`src/rtl/icd_pkg.sv`:
```
`default_nettype none

package icd_pkg;

   typedef logic [15:0] word_type;
   typedef logic [6:0]  op_id_type;
   typedef logic [2:0]  class_type;

   localparam op_id_type OP_UNDEF = 7'd0;
   localparam op_id_type OP_EXT   = 7'd1;

   localparam class_type CLASS_SYSTEM    = 3'd0;
   localparam class_type CLASS_REG_MEM   = 3'd1;
   localparam class_type CLASS_STACK_MEM = 3'd2;
   localparam class_type CLASS_IMM_ALU   = 3'd3;
   localparam class_type CLASS_SHIFT     = 3'd4;
   localparam class_type CLASS_MISC      = 3'd5;
   localparam class_type CLASS_EXTENSION = 3'd6;
   localparam class_type CLASS_RESERVED  = 3'd7;

endpackage

`default_nettype wire

```
`src/rtl/icd_channels.sv`:
```
`default_nettype none

interface icd_req_if;
   import icd_pkg::*;

   logic     valid;
   logic     ready;
   word_type instruction_word;

   modport source (output valid, output instruction_word, input ready);
   modport sink (input valid, input instruction_word, output ready);
endinterface

interface icd_rsp_if;
   import icd_pkg::*;

   logic      valid;
   logic      ready;
   op_id_type operation_id;
   class_type instruction_class;
   logic      is_undefined;
   logic      is_extension;

   modport source (
      output valid, output operation_id, output instruction_class,
      output is_undefined, output is_extension, input ready
   );
   modport sink (
      input valid, input operation_id, input instruction_class,
      input is_undefined, input is_extension, output ready
   );
endinterface

`default_nettype wire

```
`src/rtl/instruction_class_decoder.sv`:
```
// An accepted request is held in an input register, decoded by combinational logic
// and stored in the response register. Throughput: one transaction per cycle while
// the response channel does not stall; back-pressure holds both registers.
// Reset is synchronous and active high: it clears both valid flags, so the
// block holds no transaction afterwards. Payload registers are not reset.
`default_nettype none

module instruction_class_decoder (
   input  logic     clock,
   input  logic     reset,
   icd_req_if.sink   req_channel,
   icd_rsp_if.source rsp_channel
);
   import icd_pkg::*;

   logic      word_valid_ff;
   logic      word_valid_in;
   word_type  word_ff;
   word_type  word_in;
   logic      word_ready;

   logic      rsp_valid_ff;
   logic      rsp_valid_in;
   op_id_type op_id_ff;
   op_id_type op_id_in;
   class_type class_ff;
   class_type class_in;
   logic      undef_ff;
   logic      undef_in;
   logic      ext_ff;
   logic      ext_in;
   logic      rsp_stage_ready;

   logic [3:0] sys_op1;
   logic [1:0] sys_op2;
   logic [2:0] op1;
   logic [1:0] op2;
   op_id_type  id;

   assign rsp_stage_ready   = !rsp_valid_ff || rsp_channel.ready;
   assign word_ready        = !word_valid_ff || rsp_stage_ready;
   assign req_channel.ready = word_ready;

   assign class_in = word_ff[15:13];
   assign sys_op1  = word_ff[12:9];
   assign sys_op2  = word_ff[7:6];
   assign op1      = word_ff[12:10];
   assign op2      = word_ff[9:8];

   always_comb begin
      id = OP_UNDEF;
      case (class_in)
         CLASS_SYSTEM: begin
            case (sys_op1)
               4'd0: id = (sys_op2 != 2'd3) ? 7'd2 + {5'd0, sys_op2} : OP_UNDEF;
               4'd1: id = (sys_op2 inside {2'd0, 2'd1}) ? 7'd5 + {5'd0, sys_op2} : OP_UNDEF;
               4'd2: id = 7'd7 + {5'd0, sys_op2};
               4'd3: id = (sys_op2 != 2'd3) ? 7'd11 + {5'd0, sys_op2} : OP_UNDEF;
               default: id = 7'd10 + {3'd0, sys_op1};
            endcase
         end
         CLASS_REG_MEM: begin
            id = (op2 != 2'd3) ? 7'd26 + {2'd0, op2, op1} : OP_UNDEF;
         end
         CLASS_STACK_MEM: id = 7'd50 + {4'd0, op1};
         CLASS_IMM_ALU:   id = 7'd58 + {4'd0, op1};
         CLASS_SHIFT: begin
            if (op1 == 3'd0) begin
               id = 7'd66;
            end else if (op1 == 3'd1) begin
               id = 7'd67;
            end else begin
               case (op2)
                  2'd0: id = 7'd66 + {4'd0, op1};
                  2'd1: id = 7'd72 + {4'd0, op1};
                  2'd2: id = (op1 inside {[3'd2:3'd5]}) ? 7'd78 + {4'd0, op1} : OP_UNDEF;
                  default: id = (op1 != 3'd7) ? 7'd82 + {4'd0, op1} : OP_UNDEF;
               endcase
            end
         end
         CLASS_MISC: begin
            case (op2)
               2'd0: id = 7'd89 + {4'd0, op1};
               2'd1: id = (op1 inside {[3'd0:3'd3]}) ? 7'd97 + {4'd0, op1} : OP_UNDEF;
               2'd2: id = (op1 inside {[3'd0:3'd4]}) ? 7'd101 + {4'd0, op1} : OP_UNDEF;
               default: id = OP_UNDEF;
            endcase
         end
         CLASS_EXTENSION: id = OP_EXT;
         CLASS_RESERVED:  id = OP_UNDEF;
         default:         id = OP_UNDEF;
      endcase
   end

   always_comb begin
      word_valid_in = word_valid_ff;
      word_in       = word_ff;
      if (word_ready) begin
         word_valid_in = req_channel.valid;
         word_in       = req_channel.instruction_word;
      end
      rsp_valid_in = rsp_valid_ff;
      if (rsp_stage_ready) begin
         rsp_valid_in = word_valid_ff;
      end
      op_id_in = id;
      undef_in = (id == OP_UNDEF);
      ext_in   = (id == OP_EXT);
   end

   always_ff @(posedge clock) begin
      if (reset) begin
         word_valid_ff <= 1'b0;
         rsp_valid_ff  <= 1'b0;
      end else begin
         word_valid_ff <= word_valid_in;
         rsp_valid_ff  <= rsp_valid_in;
      end
   end

   always_ff @(posedge clock) begin
      if (word_ready && req_channel.valid) begin
         word_ff <= word_in;
      end
      if (rsp_stage_ready && word_valid_ff) begin
         op_id_ff <= op_id_in;
         class_ff <= class_in;
         undef_ff <= undef_in;
         ext_ff   <= ext_in;
      end
   end

   assign rsp_channel.valid             = rsp_valid_ff;
   assign rsp_channel.operation_id      = op_id_ff;
   assign rsp_channel.instruction_class = class_ff;
   assign rsp_channel.is_undefined      = undef_ff;
   assign rsp_channel.is_extension      = ext_ff;

endmodule

`default_nettype wire

```
`src/flat_wrapper.sv`:
```
// flat-port wrapper written by rule: the top's interface ports become plain ports
module instruction_class_decoder_flat import icd_pkg::*;
  (clock, reset, req_channel_valid, req_channel_instruction_word, req_channel_ready, rsp_channel_valid, rsp_channel_operation_id, rsp_channel_instruction_class, rsp_channel_is_undefined, rsp_channel_is_extension, rsp_channel_ready);
  icd_req_if req_channel_i ();
  icd_rsp_if rsp_channel_i ();
  input  logic clock;
  input  logic reset;
  input wire logic [$bits(req_channel_i.valid)-1:0] req_channel_valid;
  input wire logic [$bits(req_channel_i.instruction_word)-1:0] req_channel_instruction_word;
  output wire logic [$bits(req_channel_i.ready)-1:0] req_channel_ready;
  output wire logic [$bits(rsp_channel_i.valid)-1:0] rsp_channel_valid;
  output wire logic [$bits(rsp_channel_i.operation_id)-1:0] rsp_channel_operation_id;
  output wire logic [$bits(rsp_channel_i.instruction_class)-1:0] rsp_channel_instruction_class;
  output wire logic [$bits(rsp_channel_i.is_undefined)-1:0] rsp_channel_is_undefined;
  output wire logic [$bits(rsp_channel_i.is_extension)-1:0] rsp_channel_is_extension;
  input wire logic [$bits(rsp_channel_i.ready)-1:0] rsp_channel_ready;
  assign req_channel_i.valid = req_channel_valid;
  assign req_channel_i.instruction_word = req_channel_instruction_word;
  assign req_channel_ready = req_channel_i.ready;
  assign rsp_channel_valid = rsp_channel_i.valid;
  assign rsp_channel_operation_id = rsp_channel_i.operation_id;
  assign rsp_channel_instruction_class = rsp_channel_i.instruction_class;
  assign rsp_channel_is_undefined = rsp_channel_i.is_undefined;
  assign rsp_channel_is_extension = rsp_channel_i.is_extension;
  assign rsp_channel_i.ready = rsp_channel_ready;
  instruction_class_decoder u_core (.clock(clock), .reset(reset), .req_channel(req_channel_i), .rsp_channel(rsp_channel_i));
endmodule
```
`config.mk`:
```
export PLATFORM = sky130hd
export DESIGN_NAME = instruction_class_decoder_flat
export DESIGN_NICKNAME = d
export VERILOG_FILES = /design/src/rtl/icd_pkg.sv /design/src/rtl/icd_channels.sv /design/src/rtl/instruction_class_decoder.sv /design/src/flat_wrapper.sv
export SDC_FILE = /design/constraint.sdc
export NUM_CORES = 1
export LEC_CHECK = 0
export BUFFER_PORTS_ARGS = -buffer_cell sky130_fd_sc_hd__buf_4
export CAP_MARGIN = 20
export CORE_MARGIN = 2
export CORE_UTILIZATION = 50
export CTS_CLUSTER_SIZE = 24
export DETAILED_ROUTE_END_ITERATION = 8
export PLACE_DENSITY = 0.87
export SLEW_MARGIN = 10
export SYNTH_ARGS = -nofsm -noshare
export SYNTH_HDL_FRONTEND = slang
export SYNTH_SLANG_ARGS = --single-unit
```
`constraint.sdc`:
```
create_clock -name clock -period 2.5 [get_ports clock]
set_input_delay 0.625 -clock clock [delete_from_list [all_inputs] [get_ports clock]]
set_output_delay 0.625 -clock clock [all_outputs]
set_load 0.005 [all_outputs]
```
==> results of run 1 <==
## power by group
part | internal, mW | total (mW) | leakage (nW) | switching (mW)
clock network | 0.162 | 0.278 | 0.0279 | 0.116
registers | 0.467 | 0.486 | 0.227 | 0.0190
logic | 0.142 | 0.284 | 0.777 | 0.143
## cells by family after synthesis
kind of cell / Yosys count / share of synthesized area (%)
compound gates: 60 / 23.1
xor+xnor: 1 / 0.483
fa+ha+maj: 16 / 11.0
buf+inv: 23 / 6.07
flops: 24 / 38.6
mux: 2 / 1.79
simple gates: 62 / 18.9
## per-layer routing
metal	GRT usage, %	wire [um]
met5	0	0
met4	6.12	89
met3	4.40	326
met2	38.7	2280
met1	29.2	1890
## repair_timing
action                                  CTS  global route
endpoints found under the hold margin     0             0
gates resized for setup                  10            13
endpoints found under the setup margin    2             3
buffers inserted                          3             2
pin swaps                                 5             6
## flip-flops by register name, summed over array words and instances, names as in the netlist
signal                                flops
u_core.word_valid_ff                      1
u_core.rsp_channel.operation_id           7
u_core.rsp_channel.is_undefined           1
u_core.rsp_channel.is_extension           1
u_core.word_ff                           10
u_core.rsp_channel.valid                  1
u_core.rsp_channel.instruction_class      3
## final cells by class
type | count | share of cell area (%)
Multi-Input combinational cell | 141 | 45.7
Sequential cell | 24 | 28.9
Timing Repair Buffer | 60 | 18.7
Tap cell | 46 | 2.37
Inverter | 13 | 2.11
Clock inverter | 1 | 1.24
Clock buffer | 3 | 0.928
## metrics by stage
| stage | worst slack (ns) | power [mW] | TNS [ns] | hold slack [ns] |
|---|---|---|---|---|
| 2_1_floorplan | 0.0274 | 0.639 | 0 | 0.459 |
| 3_3_place_gp | -0.114 | 0.735 | -0.221 | 0.499 |
| 6_report | -0.0958 | 1.05 | -0.154 | 0.459 |
| 5_1_grt | -0.216 | 1.10 | -0.424 | 0.445 |
| 3_5_place_dp | -0.122 | 0.741 | -0.238 | 0.497 |
| 4_1_cts | -0.0865 | 1.03 | -0.167 | 0.451 |
## worst register-to-register path, cell delays in order (launching register included)
cell and delay, ns:
edfxtp_1 0.52, buf_6 0.17, ha_1 0.20, nor2b_2 0.19
o221ai_2 0.15, a311oi_2 0.14, a311o_1 0.38, or4b_4 0.53
and3b_1 0.22
## cell usage in the layout (no fill, tap or decap), types with 4 or more instances in the layout
| cell type | n |
|---|---|
| buf_4 | 59 |
| edfxtp_1 | 22 |
| a21oi_1 | 14 |
| nand2_1 | 12 |
| ha_1 | 12 |
| inv_1 | 10 |
| nor2_1 | 10 |
| o21ai_0 | 8 |
| nand3_1 | 7 |
| nor2b_1 | 6 |
| nand2b_1 | 4 |
| and3b_1 | 4 |
## worst min-delay path by stage
stage	to	slack, ns
after floorplan	u_core.rsp_channel.instruction_class[2]	0.46
after global placement	u_core.rsp_channel.valid	0.50
after detailed placement	u_core.rsp_channel.valid	0.50
after CTS	u_core.rsp_channel.valid	0.45
after global routing	u_core.rsp_channel.valid	0.44
final	u_core.rsp_channel.valid	0.46
==> run_results.csv, run 1 <==
group,metric,value,unit
global_route,grt_pass1_vias,1621,
logic_synthesis,synth_commonest_cells,"edfxtp_1, ha_1, a21oi_1, inv_1, nand2_1",
sta,setup_viol,2,
setup_path,ff2ff_path_depth,8,
cts,numCtsBuffers,3,
route,drt-total-wl,4590,um
cts,cts.path.max_buffers,2,
layout,final_cell_area,0.00243,mm2
power,leakage,1.03,nW
route,firstDrtPassIters,4,
setup_path,critPathArrivalTime,2.80,ns
setup_path,path_buf_inv,1,
floorplanning,num_rows,21,
layout,n_fill_cell,264,
layout,seq_area,701,um2
setup_path,endpoint_kind,"flip-flop",
run_status,violations,"setup timing",
setup_path,crit_path_top_delay_cell,"or4b_4",
sta,worst_slew_margin_rel,36.6,%
layout,stdcell_count,288,
sta,skew,0.00989,ns
setup_path,r2r_slack,-0.1,ns
sta,fmax,385,MHz
layout,multiInputGateArea,0.00111,mm2
logic_synthesis,yosys_warnings,0,
layout,finalNetCount,279,
setup_path,cp-endpoint,"u_core.rsp_channel.is_extension",
sta,slew_viol_final,0,
run_status,outcome,"finished, violations left",
cts,clk_pin_slew,0.13,ns
setup_path,crit_path_max_fanout,4,
hold_path,min_path_cells,2,
logic_synthesis,avgSynthCellArea,9.64,um2
route,ant_nets,0,
setup_path,r2r_end,"u_core.rsp_channel.is_extension",
logic_synthesis,ys.flop_type,"edfxtp_1",
logic_synthesis,synth_area_leaders,"edfxtp_1, ha_1, a21oi_1",
logic_synthesis,seq_area_frac_synth,38.6,%
route,via_per_inst,5.92,
sta,period_share,104,%
cts,cts_tree,"yes",
floorplanning,start_util,53.1,%
route,drc,0,
logic_synthesis,synth_most_common_cell,"edfxtp_1",
sta,fin_crit,2.60,ns
logic_synthesis,yosys.area.top_type_share,36.4,%
setup_path,criticalPathCategory,"flip-flop to flip-flop",
setup_path,crit_chain,"buf_6, ha_1, nor2b_2, o221ai_2, a311oi_2, a311o_1, or4b_4, and3b_1",
logic_synthesis,synthArstFlopShare,0,%
sta,fin_ws,-0.0958,ns
global_route,grt_max_degree,15,
global_route,track_usage,22.6,%
power,power_density,432,mW/mm2
cts,htreeDepth,1,
logic_synthesis,synth_area,0.00181,mm2
cts,postCtsHoldBufs,0,
logic_synthesis,synth_nets,224,
floorplanning,core_area,0.00342,mm2
layout,syn_to_final_growth,33.8,%
cts,clock_sinks,24,
placed_design,place_inst,279,
cts,cts-root-buf,"clkbuf_4",
global_route,antenna_found_initial,0,
logic_synthesis,ys_types,50,
setup_path,rr_startpoint,"u_core.word_ff[11]",
floorplanning,die_w,64.2,um
setup_path,cp-start-kind,"flip-flop",
logic_synthesis,synth_cells,188,
layout,finish.utilization,71.0,%
route,vias,1706,
power,ir_drop,0.385,mV
global_route,grt_pass1_wl,7310,um
hold_path,hold_start,"reset",
cts,clk_latency,0.32,ns
logic_synthesis,ys_seq_elements,24,
sta,rsz0062_at_grt,"true",
placed_design,io_buffers,27,
setup_path,cpPeakStageDelay,0.53,ns
sta,finalHoldViolCount,0,
setup_path,startpoint,"u_core.word_ff[11]",
logic_synthesis,synth_edf_count,22,
floorplanning,num_io_pins,34,
hold_path,hold_path_class,"input pin to flip-flop",
placed_design,dpl.hpwl,3360,um
floorplanning,dieHeight,64.2,um
layout,antenna_cells,0,
placed_design,dpl_cell_area,0.00222,mm2
global_route,grt-ovfl-total,0,
setup_path,crit_family,"simple AND/OR/NAND/NOR gates",
layout,drive_gt1_share,36.8,%
route,wl_per_cell,15.9,um
floorplanning,dieArea,0.00412,mm2
route,first_iter_violations,164,
setup_path,required,2.70,ns
flow_run,max-cap-violations,0,
sta,tightestPinTransition,0.949,ns
logic_synthesis,yosys.area.top_type,"edfxtp_1",
setup_path,worst-path-stages,8,
placed_design,place_congestion,0.958,
No activity file was read; power rests on OpenSTA's default activity.
==> run 2: changes to the inputs <==
==> constraint.sdc (replaced) <==
create_clock -name clock -period 2.5 [get_ports clock]
set_input_delay 0.125 -clock clock [delete_from_list [all_inputs] [get_ports clock]]
set_output_delay 0.125 -clock clock [all_outputs]
set_load 0.005 [all_outputs]
==> run_results.csv, run 2 (synthesis results as in run 1) <==
group,metric,value,unit
run_status,outcome,"finished, violations left",
run_status,violations,"setup timing",
layout,largest_register_ffs,10,
cts,cts.path.max_buffers,2,
layout,finish.utilization,76.1,%
layout,n_fill_cell,240,
floorplanning,die_w,64.2,um
cts,clk_latency,0.32,ns
hold_path,hold_path_class,"input pin to flip-flop",
sta,worst_slew_margin_rel,67.4,%
setup_path,crit_path_max_fanout,4,
cts,cts_tree,"yes",
floorplanning,num_rows,21,
hold_path,min_path_cells,3,
setup_path,r2r_slack,-0.19,ns
setup_path,criticalPathCategory,"flip-flop to flip-flop",
floorplanning,num_io_pins,34,
global_route,grt_pass1_vias,1730,
setup_path,crit_path_top_delay_cell,"or4b_4",
route,top_layer_used,"met4",
hold_path,hold_start,"req_channel_valid",
cts,numCtsBuffers,3,
setup_path,critPathArrivalTime,2.90,ns
layout,antenna_cells,0,
floorplanning,dieHeight,64.2,um
hold_path,holdPathEnd,"u_core.word_valid_ff",
cts,cts-root-buf,"clkbuf_4",
route,drt-met1-wl,2020,um
floorplanning,start_util,53.1,%
sta,whs,0.0244,ns
sta,finalHoldViolCount,0,
global_route,track_usage,25.2,%
setup_path,endpoint_kind,"flip-flop",
power,ir_drop,0.413,mV
global_route,grt-ovfl-total,0,
setup_path,path_buf_inv,2,
cts,clock_sinks,24,
setup_path,crit_chain,"buf_4, inv_1, ha_1, nand2b_4, a211oi_2, o32ai_2, a311oi_1, or4b_4, and3b_1",
setup_path,ff2ff_path_depth,9,
sta,period_share,108,%
sta,skew,0.0139,ns
route,ant_nets,0,
sta,slew_viol_final,0,
route,first_iter_violations,173,
route,firstDrtPassIters,5,
floorplanning,dieArea,0.00412,mm2
power,leakage,1.11,nW
layout,final_common_cell,"buf_4",
sta,rsz0062_at_grt,"true",
flow_run,max-cap-violations,0,
floorplanning,core_area,0.00342,mm2
global_route,antenna_found_initial,0,
setup_path,cp-start-kind,"flip-flop",
route,via_per_inst,6.07,
setup_path,cpPeakStageDelay,0.51,ns
sta,fin_crit,2.69,ns
route,met3WireLength,420,um
route,met2_length,2700,um
route,vias,1852,
global_route,grt_max_degree,16,
placed_design,dpl.hpwl,3510,um
placed_design,place_congestion,0.973,
route,drt-total-wl,5210,um
layout,finalNetCount,296,
setup_path,required,2.70,ns
layout,drive_gt1_share,36.7,%
layout,final_cell_mix,"buf_4, edfxtp_1, a21oi_1",
layout,top_register,"u_core.word_ff",
setup_path,r2r_end,"u_core.rsp_channel.is_extension",
sta,tightestPinTransition,0.484,ns
setup_path,crit_family,"simple AND/OR/NAND/NOR gates",
sta,fmax,371,MHz
power,power_density,417,mW/mm2
global_route,grt_pass1_wl,8100,um
cts,htreeDepth,1,
route,drc,0,
sta,setup_viol,2,
placed_design,place_inst,280,
setup_path,rr_startpoint,"u_core.word_ff[10]",
sta,fin_ws,-0.195,ns
cts,clk_pin_slew,0.14,ns
placed_design,io_buffers,27,
layout,syn_to_final_growth,43.4,%
layout,stdcell_count,305,
route,wl_per_cell,17.1,um
run 2: changes by cell type in the layout (fill, tap and decap cells not counted), sizes merged:
cell / before / now
buf: 60 / 66
dlygate4sd3: 0 / 11
run 2: layer usage:
layer | track usage, % | vias up
met5 | 0 | -
met4 | 4.26 | 0
met3 | 4.23 | 10
met2 | 46.7 | 119
met1 | 30.8 | 865
li1 | - | 858
run 2: area by class of cell:
type	instances	area, um2	area share [%]
clock buffers	3	22.5	0.866
clock inverters	1	30.0	1.15
inverters	13	53.8	2.07
multi-input cells	141	1120	43.0
flip-flops and latches	24	701	26.9
well taps	46	57.6	2.21
repair buffers	77	617	23.7
run 2: worst max-delay path by stage:
stage / end / depth (start not counted) / from / slack (ns)
after detailed placement: u_core.rsp_channel.is_extension / 8 / u_core.word_ff[11] / -0.17
final: u_core.rsp_channel.is_extension / 9 / u_core.word_ff[10] / -0.19
after global routing: u_core.rsp_channel.is_extension / 8 / u_core.word_ff[11] / -0.27
after global placement: u_core.rsp_channel.is_undefined / 8 / u_core.word_ff[11] / -0.09
after CTS: u_core.rsp_channel.is_extension / 8 / u_core.word_ff[11] / -0.13
after floorplan: u_core.rsp_channel.is_extension / 8 / u_core.word_ff[10] / 0.03
run 2: timing repair:
| item | in CTS | in global routing |
|---|---|---|
| setup endpoints to repair | 2 | 2 |
| setup buffers | 4 | 6 |
| endpoints found under the hold margin | 12 | 0 |
| hold buffers | 11 | 0 |
| gates resized for setup | 8 | 19 |
| pin swaps | 6 | 8 |
run 2: stage by stage:
step	cell area (um2)	total power, mW	TNS (ns)	worst slack, ns
floorplan	1820	0.639	0	0.0274
global placement	2230	0.736	-0.180	-0.0905
detailed placement	2230	0.745	-0.318	-0.168
CTS	2470	1.05	-0.255	-0.133
global route	2600	1.13	-0.506	-0.270
finish	2600	1.09	-0.337	-0.195
run 2: worst reg2reg max path, stage by stage, from the launching register on:
cell and delay, ns:
edfxtp_1 0.47, buf_4 0.15, inv_1 0.05, ha_1 0.25
nand2b_4 0.18, a211oi_2 0.30, o32ai_2 0.13, a311oi_1 0.30
or4b_4 0.51, and3b_1 0.23
run 2: power by group:
| part | internal, mW | switching (mW) |
|---|---|---|
| Clock | 0.162 | 0.119 |
| Sequential | 0.467 | 0.0212 |
| Combinational | 0.164 | 0.152 |
| Total | 0.793 | 0.293 |
